File: config.mk
export PLATFORM = sky130hd
export DESIGN_NAME = atf_sincos
export DESIGN_NICKNAME = d
export VERILOG_FILES = /design/src/atf_pkg.sv /design/src/atf_sincos.sv
export SDC_FILE = /design/constraint.sdc
export NUM_CORES = 1
export LEC_CHECK = 0
export ABC_AREA = 1
export BUFFER_PORTS_ARGS = -buffer_cell sky130_fd_sc_hd__clkbuf_2
export CORE_MARGIN = 1.5
export CORE_UTILIZATION = 65
export DETAILED_ROUTE_END_ITERATION = 8
export GPL_ROUTABILITY_DRIVEN = 1
export HOLD_SLACK_MARGIN = 0.1
export MAX_ROUTING_LAYER = met4
export PLACE_DENSITY = 0.9
export SYNTH_ARGS = -nofsm -noshare
export SYNTH_HDL_FRONTEND = slang
export SYNTH_SLANG_ARGS = --single-unit
File: constraint.sdc
create_clock -name clk -period 8 [get_ports clk]
set_clock_uncertainty 0.15 [all_clocks]
set_input_delay 1.6 -clock clk [delete_from_list [all_inputs] [get_ports clk]]
set_output_delay 1.6 -clock clk [all_outputs]
set_load 0.01 [all_outputs]
File: src/atf_pkg.sv
// Shared types, codes and constants of the 2D affine transform engine.
// Used by atf_front, atf_sincos, atf_back and the top level.
package atf_pkg;

	// Fixed-point format
	localparam int FRAC_BITS  = 16;
	localparam int WORD_W     = 32;
	localparam int ANGLE_BITS = 16;
	localparam int OPND_W     = WORD_W + 1;
	localparam int PROD_W     = 2 * OPND_W;
	localparam int ACC_W      = PROD_W + 6;
	localparam int TRIG_W     = 34;
	localparam int CORDIC_STEPS = 30;
	localparam int STEP_W     = 5;

	localparam logic signed [OPND_W-1:0] ONE_Q = OPND_W'(1) << FRAC_BITS;
	localparam logic signed [WORD_W-1:0] ONE_W = WORD_W'(1) << FRAC_BITS;
	localparam logic signed [ACC_W-1:0]  RND_Q = ACC_W'(1) << (FRAC_BITS - 1);
	localparam logic signed [TRIG_W-1:0] CORDIC_GAIN = TRIG_W'(652032874);

	// Operation codes
	localparam logic [2:0] OP_IDENTITY  = 3'd0;
	localparam logic [2:0] OP_TRANSLATE = 3'd1;
	localparam logic [2:0] OP_ROTATE    = 3'd2;
	localparam logic [2:0] OP_SCALE     = 3'd3;
	localparam logic [2:0] OP_REFLECT   = 3'd4;
	localparam logic [2:0] OP_SHEAR     = 3'd5;
	localparam logic [2:0] OP_VERTEX    = 3'd6;

	// Item classes assigned by the front end
	localparam logic [2:0] CLS_NOP    = 3'd0;
	localparam logic [2:0] CLS_IDENT  = 3'd1;
	localparam logic [2:0] CLS_SETUP  = 3'd2;
	localparam logic [2:0] CLS_ROTATE = 3'd3;
	localparam logic [2:0] CLS_VERTEX = 3'd4;

	// Destination kinds of a finished sum
	localparam logic [1:0] K_OFF = 2'd0;
	localparam logic [1:0] K_ENT = 2'd1;
	localparam logic [1:0] K_VTX = 2'd2;

	typedef struct packed {
		logic [2:0]               operation;
		logic signed [WORD_W-1:0] param_a;
		logic signed [WORD_W-1:0] param_b;
		logic signed [WORD_W-1:0] pos_x;
		logic signed [WORD_W-1:0] pos_y;
		logic [ANGLE_BITS-1:0]    angle;
		logic                     last_vertex;
	} in_item_t;

	typedef struct packed {
		logic signed [WORD_W-1:0] out_x;
		logic signed [WORD_W-1:0] out_y;
		logic                     last;
		logic                     overflow;
	} out_item_t;

	typedef struct packed {
		logic [2:0] cls;
		in_item_t   item;
	} queue_item_t;

	typedef struct packed {
		logic                  start;
		logic [ANGLE_BITS-1:0] angle;
	} trig_req_t;

	typedef struct packed {
		logic                     done;
		logic signed [OPND_W-1:0] cos_v;
		logic signed [OPND_W-1:0] sin_v;
	} trig_rsp_t;

	typedef struct packed {
		logic       valid;
		logic       first;
		logic       last;
		logic [1:0] kind;
		logic [2:0] dest;
	} mac_tag_t;

	function automatic logic signed [OPND_W-1:0] ext(input logic signed [WORD_W-1:0] v);
		ext = {v[WORD_W-1], v};
	endfunction

	// atan(2^-i) as a 32-bit fraction of a turn
	function automatic logic [31:0] atan_turn(input logic [STEP_W-1:0] i);
		case (i)
			5'd0:  atan_turn = 32'h20000000;
			5'd1:  atan_turn = 32'h12E4051E;
			5'd2:  atan_turn = 32'h09FB385B;
			5'd3:  atan_turn = 32'h051111D4;
			5'd4:  atan_turn = 32'h028B0D43;
			5'd5:  atan_turn = 32'h0145D7E1;
			5'd6:  atan_turn = 32'h00A2F61E;
			5'd7:  atan_turn = 32'h00517C55;
			5'd8:  atan_turn = 32'h0028BE53;
			5'd9:  atan_turn = 32'h00145F2F;
			5'd10: atan_turn = 32'h000A2F98;
			5'd11: atan_turn = 32'h000517CC;
			5'd12: atan_turn = 32'h00028BE6;
			5'd13: atan_turn = 32'h000145F3;
			5'd14: atan_turn = 32'h0000A2F9;
			5'd15: atan_turn = 32'h0000517C;
			5'd16: atan_turn = 32'h000028BE;
			5'd17: atan_turn = 32'h0000145F;
			5'd18: atan_turn = 32'h00000A2F;
			5'd19: atan_turn = 32'h00000517;
			5'd20: atan_turn = 32'h0000028B;
			5'd21: atan_turn = 32'h00000145;
			5'd22: atan_turn = 32'h000000A2;
			5'd23: atan_turn = 32'h00000051;
			5'd24: atan_turn = 32'h00000028;
			5'd25: atan_turn = 32'h00000014;
			5'd26: atan_turn = 32'h0000000A;
			5'd27: atan_turn = 32'h00000005;
			5'd28: atan_turn = 32'h00000002;
			5'd29: atan_turn = 32'h00000001;
			default: atan_turn = 32'h0;
		endcase
	endfunction

endpackage

File: src/atf_sincos.sv
// Iterative CORDIC: sine and cosine of a fraction of a turn, one step a cycle.
// Depends on atf_pkg.
module atf_sincos (
	input  logic               clk,
	input  logic               arst_n,
	input  atf_pkg::trig_req_t req,
	output atf_pkg::trig_rsp_t rsp
);
	import atf_pkg::*;

	logic signed [TRIG_W-1:0] x_q, y_q, z_q;
	logic signed [TRIG_W-1:0] dx, dy, xn, yn, zn, xr, yr;
	logic [STEP_W-1:0]        i_q;
	logic                     busy_q, flip_q, done_q;
	logic signed [OPND_W-1:0] cos_q, sin_q;
	logic [31:0]              t_in, t_fold, t_add;
	logic                     fold;

	// Angle fold into the right half plane
	always_comb begin
		t_in   = {req.angle, {(32-ANGLE_BITS){1'b0}}};
		t_add  = t_in + 32'h4000_0000;
		fold   = t_add[31];
		t_fold = fold ? (t_in ^ 32'h8000_0000) : t_in;
	end

	// One rotation step and final rounding
	always_comb begin
		dx = y_q >>> i_q;
		dy = x_q >>> i_q;
		if (!z_q[TRIG_W-1]) begin
			xn = x_q - dx;
			yn = y_q + dy;
			zn = z_q - TRIG_W'(atan_turn(i_q));
		end else begin
			xn = x_q + dx;
			yn = y_q - dy;
			zn = z_q + TRIG_W'(atan_turn(i_q));
		end
		xr = (xn + (TRIG_W'(1) << (29 - FRAC_BITS))) >>> (30 - FRAC_BITS);
		yr = (yn + (TRIG_W'(1) << (29 - FRAC_BITS))) >>> (30 - FRAC_BITS);
	end

	always_ff @(posedge clk or negedge arst_n) begin
		if (!arst_n) begin
			busy_q <= 1'b0;
			done_q <= 1'b0;
			i_q    <= '0;
		end else begin
			done_q <= 1'b0;
			if (req.start) begin
				busy_q <= 1'b1;
				i_q    <= '0;
			end else if (busy_q) begin
				i_q <= i_q + 1'b1;
				if (i_q == STEP_W'(CORDIC_STEPS - 1)) begin
					busy_q <= 1'b0;
					done_q <= 1'b1;
				end
			end
		end
	end

	always_ff @(posedge clk) begin
		if (req.start) begin
			x_q    <= CORDIC_GAIN;
			y_q    <= '0;
			z_q    <= {{(TRIG_W-32){t_fold[31]}}, t_fold};
			flip_q <= fold;
		end else if (busy_q) begin
			x_q <= xn;
			y_q <= yn;
			z_q <= zn;
			if (i_q == STEP_W'(CORDIC_STEPS - 1)) begin
				cos_q <= OPND_W'(flip_q ? -xr : xr);
				sin_q <= OPND_W'(flip_q ? -yr : yr);
			end
		end
	end

	assign rsp = '{done: done_q, cos_v: cos_q, sin_v: sin_q};

endmodule

## Word-level counts from Yosys, hierarchy flattened

Memories as Yosys holds them, arrays and structs flattened.
Index checks and enable logic that the tools add are counted.

- Add/subtract/negate cells: 12
- Equality and inequality tests: 1
- Shift-type cells: 2
- Muxes and demuxes: 18
- Bitwise gates (word level): 2
- Reductions and logical operators: 2

Operators by type and width:

| cell | count |
|---|---|
| $mux W34 | 5 |
| $mux W32 | 3 |
| $add A34 B15 Y34 const B | 2 |
| $add A34 B34 Y34 | 2 |
| $sshr A34 B5 Y34 | 2 |
| $sub A34 B34 Y34 | 2 |
| $mux W33 | 2 |
| $neg A20 Y33 | 2 |
| $add A34 B32 Y34 | 1 |
| $sub A34 B32 Y34 | 1 |
| $add A32 B31 Y32 const B | 1 |
| $mux W5 | 2 |
| $mux W1 | 6 |
| $add A5 B1 Y5 const B | 1 |
| $eq A5 B5 Y1 const B | 1 |
| $reduce_and A3 Y1 | 1 |
| $not A1 Y1 | 2 |
| $reduce_bool A2 Y1 | 1 |

- Register bits: 176
- ROM bits: 1920
- Output and inout bits: 67
- Memories: 2

Memories:

| memory | words | width | read ports | clocked after memory_dff | wr ports | RTL line | source |
|---|---|---|---|---|---|---|---|
| (no name shown) | 32 | 30 | 1 | 0 | 0 | atf_pkg.sv:89 | `case (i)` |
| (no name shown) | 32 | 30 | 1 | 0 | 0 | atf_pkg.sv:89 |  |

## Depth between registers and ports, before layout

- Depth in word-level cells: 6
- Mapped depth: 51

## Worst setup path before layout

Ideal clock, no wire load.

- Kind: input -> register
- Start point: input port req[16] (netlist name)
- End point: register cos_q[0], enable pin
- Arrival: 6811 ps
- Required time: 7279 ps
- Slack: 467 ps
- Stages on the path: 4
- Buffers on the path: 1
- Cell sequence: nor2_1 inv_1 clkbuf_1 nor3_1

- Cells in the longest elaborated chain, start to end: 2

RTL lines:

| element | RTL line | source |
|---|---|---|
| start: declaration | atf_sincos.sv:6 | `input atf_pkg::trig_req_t req,` |
| $not A1 Y1 (no line) | - |  |
| $reduce_and A3 Y1 (no line) | - |  |
| end signal: assignment | atf_sincos.sv:75 | `cos_q <= OPND_W'(flip_q ? -xr : xr);` |
| end: declaration | atf_sincos.sv:15 | `logic signed [OPND_W-1:0] cos_q, sin_q;` |

No other way between the ends.
A chain may end at the register's enable or synchronous reset.

## Worst setup path after layout

- Start point: register i_q[1]
- End point: register cos_q[21] (data pin)

- Cells in the longest elaborated chain, start to end: 6

RTL lines:

| element | RTL line | source |
|---|---|---|
| start: declaration | atf_sincos.sv:13 | `logic [STEP_W-1:0] i_q;` |
| start signal: assignment | atf_sincos.sv:55 | `i_q <= i_q + 1'b1;` |
| $sshr A34 B5 Y34 * | atf_sincos.sv:29 | `dx = y_q >>> i_q;` |
| $sub A34 B34 Y34 or $add A34 B34 Y34 (tied branches) | atf_sincos.sv:32, atf_sincos.sv:36 |  |
| $mux W34 * | atf_sincos.sv:31 | `if (!z_q[TRIG_W-1]) begin` |
| via xn[13] | atf_sincos.sv:12 | `logic signed [TRIG_W-1:0] dx, dy, xn, yn, zn, xr, yr;` |
| $add A34 B15 Y34 * | atf_sincos.sv:40 | `xr = (xn + (TRIG_W'(1) << (29 - FRAC_BITS))) >>> (30 - FRAC_BITS);` |
| $neg A20 Y33 | atf_sincos.sv:75 |  |
| $mux W33 * | atf_sincos.sv:75 |  |

The timed path passes the listed nets; every way through them passes the cells marked *.

==> flow_summary_export.csv <==
group,metric,value,unit
layout,seqCellArea,4570,µm²
floorplan,pin_count,86,
layout,num-fill-cells,3020,
synth,netlist_area,21600,µm²
critical_path,slowest_delay,710,ps
synth,synth-async-reset-ratio,0.0398,
global_route,grt_pass1_wl,108,mm
clocking,cts-root-buf,"clkbuf_16",
synth,synth_edf_count,101,
synth,synthDistinctLibCells,68,
run_status,outcome,"complete, but fails checks",
critical_path,end_kind,"flip-flop",
critical_path,critPathLaunchType,"flip-flop",
placement,dp_hpwl,53.2,mm
timing,tns,0,ps
global_route,grt_pass1_vias,21500,
synth,synth_warnings,0,
layout,multi_input_area,14800,µm²
routing,final_antenna_net_count,0,
timing,period_needed,7320,ps
critical_path,critical-path-slowest-cell,"dfrtp_2",
routing,drt_wl_total,68.4,mm
clocking,cts_max_level,4,
floorplan,row_count,66,
timing,period_share,0.915,
routing,firstDrtPassIters,9,
critical_path,critPathRequiredTime,8060,ps
timing,holdWs,366,ps
global_route,grt_usage,0.411,
timing,worst_pin_slew,1070,ps
synth,synth_area_per_cell,6.03,µm²
critical_path,cp_max_fo,43,
timing,slew_violations,0,
global_route,grt_start_max_net_pins,68,
floorplan,coreArea,32600,µm²
critical_path,critPathMostFrequentCell,"nand2_1",
layout,syn_to_final_growth,5.48,%
layout,diodes,0,
synth,yosysTopAreaCellShare,0.208,
clocking,cts.clk_slew.worst_paths,80,ps
floorplan,die_x,185,µm
placement,port_buffers,85,
placement,gp_congestion,1.09,
synth,synthTopCellsByCount,"nand2_1 (1195), nand3_1 (433), inv_1 (387)",
clocking,cts.sinks,176,
run_status,violations,"DRC",
critical_path,worstSetupPathType,"flip-flop to flip-flop",
synth,synth.most_common_cell,"nand2_1",
floorplan,die-area,34300,µm²
layout,utilization,0.698,
synth,synth_cells,3581,
routing,drc,1,
clocking,cts_buffer_depth,2,
synth,ys_ff_latch,176,
timing,finalSetupViolations,0,
routing,vias,24200,
clocking,cts_tree,"yes",
timing,fmax,137,MHz
routing,via_per_inst,5.97,
floorplan,initial_core_util,0.662,
run,cap_violations,0,
clocking,numCtsBuffers,17,
timing,rsz0062_at_grt,"no",
clocking,cts-hold-fix-buffers,0,
synth,ys_seq_area_frac,0.212,
synth,synth_ff_type,"edfxtp_1",
floorplan,dieHeight,185,µm
layout,nNetsFinal,3733,
timing,relSlewSlack,0.283,
synth,yosys.area.top_type,"nand2_1",
clocking,insertion_delay,480,ps
routing,wl_per_cell,16.9,µm
synth,syn-num-nets,3714,
critical_path,cp.arrival,7380,ps
global_route,overflow,0,
worst_hold_path,hp-class,"flip-flop to flip-flop",
routing,dr.first_iter.drc_count,3087,
layout,final_layout_size_suffix_gt1_frac,0.0911,
global_route,antenna_found_initial,0,
timing,hold_viol,0,
synth,synthTopCellsByArea,"nand2_1 (21%), edfxtp_1 (14%), nand3_1 (10%), inv_1 (6.7%), ha_1 (6.4%)",
==> stage by stage <==
stage | cells | cell area, µm² | setup WS (ps)
final | 4055 | 22800 | 684
after global routing | 4055 | 22800 | 10.5
after CTS | 4055 | 22800 | 792
after detailed placement | 4023 | 22200 | 884
after global placement | 4023 | 22200 | 1080
after floorplan | 3581 | 21600 | 467
==> kinds of logic after synthesis <==
group / after synthesis / share of synthesized area
buffers and inverters: 526 / 0.102
AO/OA/AOI/OAI: 432 / 0.116
flip-flops: 176 / 0.212
adder cells (fa/ha/maj): 114 / 0.0671
AND/OR/NAND/NOR: 2190 / 0.445
XOR/XNOR: 143 / 0.0580
==> path summary, 6_finish.rpt <==
check / start / to / slack (ps) / cells past startpoint
setup / recovery: i_q[1] / cos_q[21] / 680 / 37
hold / removal: x_q[15] / x_q[15] / 370 / 2
setup reg to reg: i_q[1] / cos_q[21] / 680 / 37
hold reg to reg: x_q[15] / x_q[15] / 370 / 2
max in group asynchronous: arst_n / i_q[1] / 6620 / 1
min in group asynchronous: arst_n / i_q[2] / 840 / 1
==> layer usage <==
metal	part of all wire	wire length (µm)	track usage
met4	0.044	2990	0.174
met1	0.41	28300	0.521
met5	0	0	-
met3	0.099	6790	0.0678
met2	0.44	30300	0.648
==> critical path, delay by kind of cell (launching register included) <==
| kind | cells | cell delay, ps |
|---|---|---|
| flip-flops | 1 | 710 |
| AO/OA/AOI/OAI | 1 | 270 |
| adder cells (fa/ha/maj) | 3 | 820 |
| buffers and inverters | 5 | 1000 |
| AND/OR/NAND/NOR | 26 | 3640 |
| XOR/XNOR | 2 | 450 |
==> final cells by class <==
| cell class | instances | share of cell area |
|---|---|---|
| Multi-Input combinational cell | 2879 | 0.651 |
| Timing Repair Buffer | 112 | 0.0276 |
| Tap cell | 442 | 0.0243 |
| Sequential cell | 176 | 0.201 |
| Clock inverter | 15 | 0.00857 |
| Inverter | 414 | 0.0690 |
| Clock buffer | 17 | 0.0187 |
==> timing repair <==
item,4_1_cts,5_1_grt
setup endpoints to repair,0,14
resized for setup,0,1
hold endpoints to repair,0,0
buffers inserted,0,0
==> flip-flops by register name, summed over array words and instances (netlist names) <==
register,flops
z_q,34
sin_q,33
flip_q,1
done_q,1
x_q,34
i_q,5
y_q,34
busy_q,1
cos_q,33
==> layout by cell type, fill, tap and decap left out, types with 68 or more instances in the layout <==
cell type	instances
nand2_1	1195
nand3_1	433
inv_1	387
nor2_1	299
a21oi_1	155
o21ai_0	135
ha_1	111
edfxtp_1	101
clkbuf_2	85
xor2_1	79
dfxtp_1	68
Power is not shown: default switching activity piles up to over one toggle a cycle in this logic, so the estimate is an artifact.
