`config.mk`:
```
export PLATFORM = sky130hd
export DESIGN_NAME = atf_front
export DESIGN_NICKNAME = d
export VERILOG_FILES = /design/src/atf_pkg.sv /design/src/atf_front.sv
export SDC_FILE = /design/constraint.sdc
export NUM_CORES = 1
export LEC_CHECK = 0
export BUFFER_PORTS_ARGS = -buffer_cell sky130_fd_sc_hd__buf_2
export CORE_MARGIN = 4
export CORE_UTILIZATION = 55
export DETAILED_ROUTE_END_ITERATION = 7
export PLACE_DENSITY = 0.79
export SLEW_MARGIN = 30
export SYNTH_ARGS = -nofsm -noshare
export SYNTH_HDL_FRONTEND = slang
export SYNTH_SLANG_ARGS = --single-unit
```
`constraint.sdc`:
```
create_clock -name clk -period 5.7 [get_ports clk]
set_input_delay 1.14 -clock clk [delete_from_list [all_inputs] [get_ports clk]]
set_output_delay 1.14 -clock clk [all_outputs]
set_load 0.01 [all_outputs]
```
`src/atf_pkg.sv`:
```
// Shared types, codes and constants of the 2D affine transform engine.
// Used by atf_front, atf_sincos, atf_back and the top level.
package atf_pkg;

	// Fixed-point format
	localparam int FRAC_BITS  = 16;
	localparam int WORD_W     = 32;
	localparam int ANGLE_BITS = 16;
	localparam int OPND_W     = WORD_W + 1;
	localparam int PROD_W     = 2 * OPND_W;
	localparam int ACC_W      = PROD_W + 6;
	localparam int TRIG_W     = 34;
	localparam int CORDIC_STEPS = 30;
	localparam int STEP_W     = 5;

	localparam logic signed [OPND_W-1:0] ONE_Q = OPND_W'(1) << FRAC_BITS;
	localparam logic signed [WORD_W-1:0] ONE_W = WORD_W'(1) << FRAC_BITS;
	localparam logic signed [ACC_W-1:0]  RND_Q = ACC_W'(1) << (FRAC_BITS - 1);
	localparam logic signed [TRIG_W-1:0] CORDIC_GAIN = TRIG_W'(652032874);

	// Operation codes
	localparam logic [2:0] OP_IDENTITY  = 3'd0;
	localparam logic [2:0] OP_TRANSLATE = 3'd1;
	localparam logic [2:0] OP_ROTATE    = 3'd2;
	localparam logic [2:0] OP_SCALE     = 3'd3;
	localparam logic [2:0] OP_REFLECT   = 3'd4;
	localparam logic [2:0] OP_SHEAR     = 3'd5;
	localparam logic [2:0] OP_VERTEX    = 3'd6;

	// Item classes assigned by the front end
	localparam logic [2:0] CLS_NOP    = 3'd0;
	localparam logic [2:0] CLS_IDENT  = 3'd1;
	localparam logic [2:0] CLS_SETUP  = 3'd2;
	localparam logic [2:0] CLS_ROTATE = 3'd3;
	localparam logic [2:0] CLS_VERTEX = 3'd4;

	// Destination kinds of a finished sum
	localparam logic [1:0] K_OFF = 2'd0;
	localparam logic [1:0] K_ENT = 2'd1;
	localparam logic [1:0] K_VTX = 2'd2;

	typedef struct packed {
		logic [2:0]               operation;
		logic signed [WORD_W-1:0] param_a;
		logic signed [WORD_W-1:0] param_b;
		logic signed [WORD_W-1:0] pos_x;
		logic signed [WORD_W-1:0] pos_y;
		logic [ANGLE_BITS-1:0]    angle;
		logic                     last_vertex;
	} in_item_t;

	typedef struct packed {
		logic signed [WORD_W-1:0] out_x;
		logic signed [WORD_W-1:0] out_y;
		logic                     last;
		logic                     overflow;
	} out_item_t;

	typedef struct packed {
		logic [2:0] cls;
		in_item_t   item;
	} queue_item_t;

	typedef struct packed {
		logic                  start;
		logic [ANGLE_BITS-1:0] angle;
	} trig_req_t;

	typedef struct packed {
		logic                     done;
		logic signed [OPND_W-1:0] cos_v;
		logic signed [OPND_W-1:0] sin_v;
	} trig_rsp_t;

	typedef struct packed {
		logic       valid;
		logic       first;
		logic       last;
		logic [1:0] kind;
		logic [2:0] dest;
	} mac_tag_t;

	function automatic logic signed [OPND_W-1:0] ext(input logic signed [WORD_W-1:0] v);
		ext = {v[WORD_W-1], v};
	endfunction

	// atan(2^-i) as a 32-bit fraction of a turn
	function automatic logic [31:0] atan_turn(input logic [STEP_W-1:0] i);
		case (i)
			5'd0:  atan_turn = 32'h20000000;
			5'd1:  atan_turn = 32'h12E4051E;
			5'd2:  atan_turn = 32'h09FB385B;
			5'd3:  atan_turn = 32'h051111D4;
			5'd4:  atan_turn = 32'h028B0D43;
			5'd5:  atan_turn = 32'h0145D7E1;
			5'd6:  atan_turn = 32'h00A2F61E;
			5'd7:  atan_turn = 32'h00517C55;
			5'd8:  atan_turn = 32'h0028BE53;
			5'd9:  atan_turn = 32'h00145F2F;
			5'd10: atan_turn = 32'h000A2F98;
			5'd11: atan_turn = 32'h000517CC;
			5'd12: atan_turn = 32'h00028BE6;
			5'd13: atan_turn = 32'h000145F3;
			5'd14: atan_turn = 32'h0000A2F9;
			5'd15: atan_turn = 32'h0000517C;
			5'd16: atan_turn = 32'h000028BE;
			5'd17: atan_turn = 32'h0000145F;
			5'd18: atan_turn = 32'h00000A2F;
			5'd19: atan_turn = 32'h00000517;
			5'd20: atan_turn = 32'h0000028B;
			5'd21: atan_turn = 32'h00000145;
			5'd22: atan_turn = 32'h000000A2;
			5'd23: atan_turn = 32'h00000051;
			5'd24: atan_turn = 32'h00000028;
			5'd25: atan_turn = 32'h00000014;
			5'd26: atan_turn = 32'h0000000A;
			5'd27: atan_turn = 32'h00000005;
			5'd28: atan_turn = 32'h00000002;
			5'd29: atan_turn = 32'h00000001;
			default: atan_turn = 32'h0;
		endcase
	endfunction

endpackage

```
`src/atf_front.sv`:
```
// Front end: accepts command beats, classifies them and queues them.
// Depends on atf_pkg.
module atf_front (
	input  logic                 clk,
	input  logic                 arst_n,
	input  logic                 cmd_valid,
	output logic                 cmd_ready,
	input  atf_pkg::in_item_t    cmd,
	output logic                 q_valid,
	input  logic                 q_pop,
	output atf_pkg::queue_item_t q_item
);
	import atf_pkg::*;

	localparam int DEPTH = 4;
	localparam int PTR_W = 2;

	queue_item_t      fifo_q [DEPTH];
	logic [PTR_W-1:0] wr_ptr_q, rd_ptr_q;
	logic [PTR_W:0]   count_q;
	logic [2:0]       cls;
	logic             push;

	// Classify by operation code
	always_comb begin
		unique case (cmd.operation) inside
			OP_IDENTITY:                                   cls = CLS_IDENT;
			OP_TRANSLATE, OP_SCALE, OP_REFLECT, OP_SHEAR: cls = CLS_SETUP;
			OP_ROTATE:                                     cls = CLS_ROTATE;
			OP_VERTEX:                                     cls = CLS_VERTEX;
			default:                                       cls = CLS_NOP;
		endcase
	end

	assign cmd_ready = (count_q != (PTR_W+1)'(DEPTH));
	assign push      = cmd_valid && cmd_ready;
	assign q_valid   = (count_q != '0);
	assign q_item    = fifo_q[rd_ptr_q];

	// Queue storage
	always_ff @(posedge clk) begin
		if (push) begin
			fifo_q[wr_ptr_q] <= '{cls: cls, item: cmd};
		end
	end

	// Queue pointers
	always_ff @(posedge clk or negedge arst_n) begin
		if (!arst_n) begin
			wr_ptr_q <= '0;
			rd_ptr_q <= '0;
			count_q  <= '0;
		end else begin
			if (push) wr_ptr_q <= wr_ptr_q + 1'b1;
			if (q_pop) rd_ptr_q <= rd_ptr_q + 1'b1;
			if (push && !q_pop) count_q <= count_q + 1'b1;
			else if (!push && q_pop) count_q <= count_q - 1'b1;
		end
	end

endmodule

```
After elaboration in Yosys (flattened, before gate mapping)
Memory sizes are Yosys's and may differ from the RTL's.
Cells that the tools add are included.

word-level totals
  flip-flop bits (word level) = 7
  memory bits (writable) = 604
  bits of input ports = 152
  output and inout bits = 153
  logic and storage cells = 29
  memories = 1

cells by class
  add/sub/neg operators = 4
  eq/ne operators = 7
  mux-type cells = 5
  reduce and logical (&&, ||, !) cells = 9

memory list
  name    depth  width  rd ports  clocked after Yosys merged registers in  write ports  RTL line         source
  fifo_q  4      151    1         0                                        1            atf_front.sv:18  queue_item_t fifo_q [DEPTH];

operators by type and width
  kind                   count
  $pmux W3 S4            1
  $eq A3 B3 Y1 const B   3
  $eq A3 B2 Y1 const B   2
  $mux W3                2
  $add A2 B1 Y2 const B  2
  $reduce_or A4 Y1       1
  $add A3 B1 Y3 const B  1
  $eq A3 B1 Y1 const B   1
  $logic_and A1 B1 Y1    3
  $logic_not A3 Y1       1
  $ne A3 B3 Y1 const B   1
  $reduce_bool A3 Y1     1
  $sub A3 B1 Y3 const B  1
  $logic_not A1 Y1       2
  $mux W1                2
  $reduce_bool A2 Y1     1

Longest topological paths before layout
Gate-level depths: netlist of run 1.

  word-level depth = 6
  gate-level depth with buffers = 8
  depth with buffers taken out = 8

Worst setup path before layout of run 1
OpenSTA, ideal clock, no wires.

  path type = in2reg
  start point = in cmd_valid
  end point = mem fifo_q[2][0] in the netlist's numbering, enable pin
  data arrival time = 4901 ps
  required time = 5171 ps
  path slack = 271 ps
  cell stages on the path = 2
  path buffers = 0
  cell sequence = a21boi_2 and2_1

between the ends
  cells in the longest elaborated chain, start to end = 3

ends and longest elaborated chain
  what                           RTL line         source
  from (decl)                    atf_front.sv:6   input logic cmd_valid,
  $logic_and A1 B1 Y1            atf_front.sv:36  assign push = cmd_valid && cmd_ready;
  $mux W1                        atf_front.sv:42  if (push) begin
  $mux W1 (not written as such)  atf_front.sv:43  fifo_q[wr_ptr_q] <= '{cls: cls, item: cmd};
  to (decl)                      atf_front.sv:18

Every way passes these cells.

==> run_results.csv, run 1 <==
group,metric,value,unit
worst_setup_path,cp.arrival,2.79,ns
logic_synthesis,synth-edff-count,604,
die,ios,305,
placement,dp_hpwl,25.44,mm
logic_synthesis,synth-xor-area-share,0.002369,
clock_network,htree_levels,2,
sta,period_share,0.6898,
drt,via_count,9873,
clock_network,clk_pin_slew,0.06,ns
logic_synthesis,synth_top_family_by_area,"multiplexers",
worst_setup_path,cp_cell_sequence,"buf_4, mux4_2, buf_2",
logic_synthesis,synthMuxAreaShare,0.1543,
drt,antenna_left,0,
worst_setup_path,slowest_delay,0.96,ns
logic_synthesis,synth-seq-cells,611,
logic_synthesis,netlist_instances,829,
worst_hold_path,hp-class,"primary input to async pin",
logic_synthesis,syn_area,22190,µm²
drt,avgViaCountPerCell,5.664,
die,die_y,208.8,µm
logic_synthesis,yosysTopAreaCell,"edfxtp_1",
clock_network,post_cts.repair.setup_buffers,0,
sta,finClkSkew,0.009154,ns
sta,rsz0062_at_grt,"no",
clock_network,cts_root_buf,"clkbuf_16",
logic_synthesis,yosys_warnings,0,
grt,grt_pass1_wl,64.39,mm
worst_setup_path,path_class,"register to output pin",
clock_network,cts_tree,"yes",
worst_setup_path,r2r-end,"fifo_q[3][128]$_DFFE_PP_",
logic_synthesis,synth.top_cell.area_share,0.8175,
worst_setup_path,setup.worst_path.start_class,"register",
logic_synthesis,synth_common_cells,"edfxtp_1 (604), mux4_2 (151), buf_2 (18), buf_6 (9), dfrtp_1 (7)",
worst_setup_path,rr_worst_depth,4,
sta,final_hold_viol_count,0,
layout,final_area,26240,µm²
layout,area.growth.synth_to_final,18.27,%
sta,fmax,254.3,MHz
worst_setup_path,crit_path_start,"rd_ptr_q[1]$_DFFE_PN0P_",
grt,grt_max_degree,92,
grt,grt.overflow.total,0,
sta,period_minus_slack,3.932,ns
drt,avgRoutedWirePerCell,24.28,µm
sta,fin_tns_setup,0,ns
layout,drive_gt1_frac,0.4597,
worst_setup_path,path_depth,3,
worst_setup_path,critPathCaptureType,"output pin",
placement,port_buffers,304,
clock_network,cts_hold_buf,0,
logic_synthesis,syn_nets,987,
drt,drc,0,
clock_network,cts.path.max_buffers,3,
logic_synthesis,async_reset_ff_frac,0.01146,
worst_setup_path,cp_num_buf_inv,2,
logic_synthesis,yosys-top-cells-area,"edfxtp_1 (82%), mux4_2 (15%), dfrtp_1 (0.79%)",
worst_setup_path,cp_max_fo,55,
sta,setup_viol,0,
drt,firstDrtPassIters,5,
die,rows,73,
logic_synthesis,ys_types,20,
grt,grt_pass1_vias,10500,
power_and_ir_drop,power.density,530.4,nW/µm²
die,initial_core_util,0.5571,
layout,design.final.nets,1333,
worst_setup_path,ff2ff_setup_slack,3.00,ns
logic_synthesis,post-synth-top-count-cell,"edfxtp_1",
die,die_w,208.8,µm
drt,routed_wl,42.31,mm
sta,tightest_slew,0.8964,ns
logic_synthesis,synth_compound_area_frac,0.0007331,
worst_setup_path,crit_family,"flip-flops",
clock_network,clk_latency,0.59,ns
worst_setup_path,r2r_start,"count_q[0]$_DFFE_PN0P_",
grt,grt_util_all_layers,0.1947,
sta,hold_ws,0.3765,ns
drt,drt_iter0_drc,712,
placement,dpl-instance-area,24370,µm²
logic_synthesis,avgSynthCellArea,26.76,µm²
worst_setup_path,cp_slowest_cell,"dfrtp_4",
job,drv_cap,0,
power_and_ir_drop,p_leak,0.008918,µW
die,die_area,43620,µm²
logic_synthesis,synth-simple-area-share,0.002820,
worst_setup_path,worstSetupEndpoint,"q_item[79]",
logic_synthesis,seq_area_frac_synth,0.8254,
outcome,status,"finished, final reports clean",
clock_network,cts.sinks,611,
sta,finalMaxSlewViolations,0,
worst_setup_path,required,4.56,ns
placement,routabilityCongestion,0.7644,
sta,max-slew-margin-rel,0.4024,
clock_network,cts_made_buffers,58,
logic_synthesis,synthFlopType,"edfxtp_1",
layout,n_fill_cell,2547,
logic_synthesis,synth-adder-area-share,0.003722,
clock_network,ctsResizeCount,0,
grt,antenna_found_initial,6,
power_and_ir_drop,vdd_drop_max,0.0003525,V
die,coreArea,39820,µm²
registers in the layout (all words and copies together), names as in the netlist:
register and flops:
count_q 3, fifo_q 604, rd_ptr_q 2, wr_ptr_q 2
how the worst min path moves through the flow:
stage | from | endpoint | slack (ns)
after detailed placement | count_q[2]$_DFFE_PN0P_ | count_q[2]$_DFFE_PN0P_ | 0.52
after floorplan | count_q[2]$_DFFE_PN0P_ | count_q[2]$_DFFE_PN0P_ | 0.49
after CTS | arst_n | count_q[2]$_DFFE_PN0P_ | 0.33
after global routing | arst_n | rd_ptr_q[0]$_DFFE_PN0P_ | 0.34
final | arst_n | count_q[2]$_DFFE_PN0P_ | 0.38
after global placement | count_q[2]$_DFFE_PN0P_ | count_q[2]$_DFFE_PN0P_ | 0.52
cells in the final DEF (no fill, tap or decap):
master and count:
dfrtp_4 2, clkinv_2 8, buf_4 9, xnor2_1 3, mux4_2 151, or3_1 1, inv_1 4, clkbuf_8 3
buf_12 7, dfrtp_1 5, inv_6 1, mux2_2 2, edfxtp_1 604, and2_4 4, xor2_1 3, diode_2 2
clkbuf_16 59, nand2_1 3, a21boi_2 1, clkinvlp_4 1, a21oi_1 1, nor3_1 1, fa_1 1, nor2_1 4
bufinv_16 7, ha_1 5, buf_2 304, clkinv_1 8, clkbuf_1 14
layer usage:
| layer | track usage | part of all wire | up-vias |
|---|---|---|---|
| met5 | 0 | 0.0011 | - |
| met4 | 0.04568 | 0.018 | 6 |
| met3 | 0.06335 | 0.090 | 61 |
| met2 | 0.3104 | 0.50 | 390 |
| met1 | 0.2695 | 0.39 | 5135 |
| li1 | - | - | 4281 |
per-stage QoR:
stage / instances / total power (µW) / util / worst slack, ns
2_1_floorplan: 829 / 8897 / - / 0.2707
3_3_place_gp: 1640 / 10240 / 0.6119 / 2.272
3_5_place_dp: 1640 / 10340 / 0.6119 / 2.229
4_1_cts: 1741 / 14120 / 0.6588 / 1.657
5_1_grt: 1741 / 14580 / 0.6588 / 1.609
6_report: 1743 / 13920 / 0.6589 / 1.768
cells by family (layout without fill, tap and decap cells):
group,after synthesis,count (layout)
and+or+nand+nor,13,13
other,0,2
muxes,153,153
xor gates and xnor gates,6,6
AOI/OAI and AO/OA,2,2
adders and majority gates,6,6
buffers and inverters,38,425
DFF,611,611
where the power goes:
part	leakage, µW	total (µW)	switching (µW)	internal (µW)
clock	0.000913	3760	1520	2240
combinational	0.00239	3900	2130	1780
sequential	0.00561	6260	320	5940
cell type report:
class | instances | area (µm²) | share of cell area
Clock buffer | 76 | 1570 | 0.05984
Inverter | 4 | 15.01 | 0.0005722
Antenna cell | 2 | 5.005 | 0.0001907
Sequential cell | 611 | 18320 | 0.6982
Tap cell | 525 | 656.9 | 0.02503
Clock inverter | 25 | 296.5 | 0.01130
Multi-Input combinational cell | 180 | 3647 | 0.1390
Timing Repair Buffer | 320 | 1729 | 0.06590
No activity file was read; power rests on OpenSTA's default activity.
==> run 2, diff against run 1 <==
- clock period: 5.7 -> 3.7 ns (I/O delays scaled with it)
==> run_results.csv, run 2 (synthesized netlist as in run 1, its figures left out) <==
group,metric,value,unit
worst_setup_path,path_class,"register to output pin",
power_and_ir_drop,power.internal,15290,µW
grt,antenna_found_initial,6,
worst_setup_path,crit_path_frequent_cell,"buf_12",
clock_network,post_cts.repair.setup_buffers,0,
die,rows,73,
sta,final_hold_viol_count,0,
drt,antenna_left,0,
die,ios,305,
grt,grt_pass1_vias,10680,
clock_network,clk_pin_slew,0.06,ns
placement,dp_hpwl,26.13,mm
placement,port_buffers,304,
grt,grt_util_all_layers,0.1983,
worst_setup_path,cp.arrival,2.42,ns
layout,design.final.nets,1340,
clock_network,cts.path.max_buffers,3,
grt,grt_pass1_wl,65.99,mm
power_and_ir_drop,p_sw_frac,0.2857,
layout,drive_gt1_frac,0.4581,
worst_hold_path,holdPathStages,1,
worst_hold_path,hp-class,"primary input to register",
sta,tightest_slew,0.6019,ns
worst_setup_path,cp_cell_sequence,"buf_12, buf_12, mux4_2, buf_2",
worst_setup_path,path_depth,4,
sta,finalMaxSlewViolations,0,
clock_network,clk_latency,0.59,ns
worst_setup_path,required,2.96,ns
drt,firstDrtPassIters,4,
power_and_ir_drop,power_switching,6117,µW
layout,largest_register_ffs,604,
job,drv_cap,0,
layout,final_cell_mix,"edfxtp_1 (604), buf_2 (304), mux4_2 (151)",
clock_network,cts.sinks,611,
clock_network,cts_root_buf,"clkbuf_16",
sta,fmax,316.7,MHz
sta,period_minus_slack,3.157,ns
die,coreArea,39820,µm²
worst_setup_path,crit_family,"buffers and inverters",
grt,grt_max_degree,87,
clock_network,ctsResizeCount,0,
drt,drt_iter0_drc,815,
outcome,status,"finished, final reports clean",
drt,via_count,9980,
worst_setup_path,slowest_delay,0.59,ns
worst_setup_path,setup.worst_path.start_class,"register",
drt,routed_wl,43.10,mm
power_and_ir_drop,power.density,811.4,nW/µm²
worst_setup_path,cp_max_fo,25,
layout,area.growth.synth_to_final,18.93,%
die,initial_core_util,0.5571,
worst_setup_path,ff2ff_setup_slack,1.52,ns
worst_setup_path,critPathCaptureType,"output pin",
power_and_ir_drop,vdd_drop_max,0.0005086,V
sta,rsz0062_at_grt,"no",
power_and_ir_drop,p_leak,0.008968,µW
layout,utilization,0.6626,
power_and_ir_drop,combPwrFrac,0.294,
clock_network,cts_tree,"yes",
die,die_y,208.8,µm
sta,hold_ws,0.3631,ns
sta,fin_tns_setup,0,ns
die,die_w,208.8,µm
worst_setup_path,rr_worst_depth,4,
sta,finClkSkew,0.01212,ns
power_and_ir_drop,clockPowerShare,0.262,
clock_network,htree_levels,2,
drt,drc,0,
drt,avgViaCountPerCell,5.677,
layout,top_regs,"fifo_q x604, count_q x3",
clock_network,cts_made_buffers,58,
drt,avgRoutedWirePerCell,24.52,µm
layout,top_register,"fifo_q",
sta,setup_viol,0,
grt,grt.overflow.total,0,
worst_setup_path,cp_num_buf_inv,3,
sta,max-slew-margin-rel,0.5987,
sta,period_share,0.8534,
placement,routabilityCongestion,0.7178,
worst_setup_path,cp_slowest_cell,"dfrtp_4",
die,die_area,43620,µm²
layout,layout_commonest_cell,"edfxtp_1",
power_and_ir_drop,power_frac_seq,0.445,
==> run 2: cell count changes in the layout (fill, tap and decap cells not counted), sizes merged <==
cell	change
clkinv	+10
buf	+6
bufinv	-3
diode	+2
clkbuf	-1
clkinvlp	+1
dlygate4sd3	+1
inv	-1
==> run 2: final timing paths <==
kind / from / end
max: rd_ptr_q[0]$_DFFE_PN0P_ / q_item[12]
min: cmd[66] / fifo_q[2][66]$_DFFE_PP_
max reg2reg: count_q[1]$_DFFE_PN0P_ / fifo_q[1][33]$_DFFE_PP_
min reg2reg: count_q[2]$_DFFE_PN0P_ / count_q[2]$_DFFE_PN0P_
max in group asynchronous: arst_n / rd_ptr_q[0]$_DFFE_PN0P_
min in group asynchronous: arst_n / wr_ptr_q[1]$_DFFE_PN0P_
==> run 2: layer usage <==
metal,global-route usage,vias to the layer above,wire length [µm]
li1,-,4299,-
met1,0.2789,5242,17310
met2,0.3182,373,21750
met3,0.05059,60,3146
met4,0.05401,6,862
met5,0,-,30
==> run 2: cell type report <==
class                           instances  area, µm²
Clock buffer                           75       1579
Sequential cell                       611      18320
Inverter                                4      15.01
Antenna cell                            4      10.01
Multi-Input combinational cell        180       3647
Timing Repair Buffer                  327       1909
Clock inverter                         32      249.0
Tap cell                              525      656.9
Fill cell                            2528      13440
==> run 2: through the flow <==
step / worst slack, ns / total power (µW) / cell area (µm²) / instances
final: 0.5426 / 21410 / 26390 / 1758
after global routing: 0.3904 / 22460 / 26380 / 1755
after CTS: 0.4633 / 21750 / 26380 / 1754
after detailed placement: 1.105 / 16080 / 24540 / 1646
after global placement: 1.123 / 15930 / 24540 / 1646
after floorplan: 0.3517 / 13580 / 22190 / 829
==> run 2: power by group through the flow <==
| stage | logic [µW] | clock network (µW) | registers, µW |
|---|---|---|---|
| 2_1_floorplan | 4030 | 0 | 9550 |
| 3_3_place_gp | 6380 | 0 | 9550 |
| 3_5_place_dp | 6420 | 0 | 9660 |
| 4_1_cts | 6460 | 5750 | 9540 |
| 5_1_grt | 6740 | 6090 | 9620 |
| 6_report | 6280 | 5600 | 9520 |
==> run 2: what timing repair did <==
item	CTS	global route
hold endpoints to repair	7	0
hold buffers	1	0
setup endpoints to repair	0	0
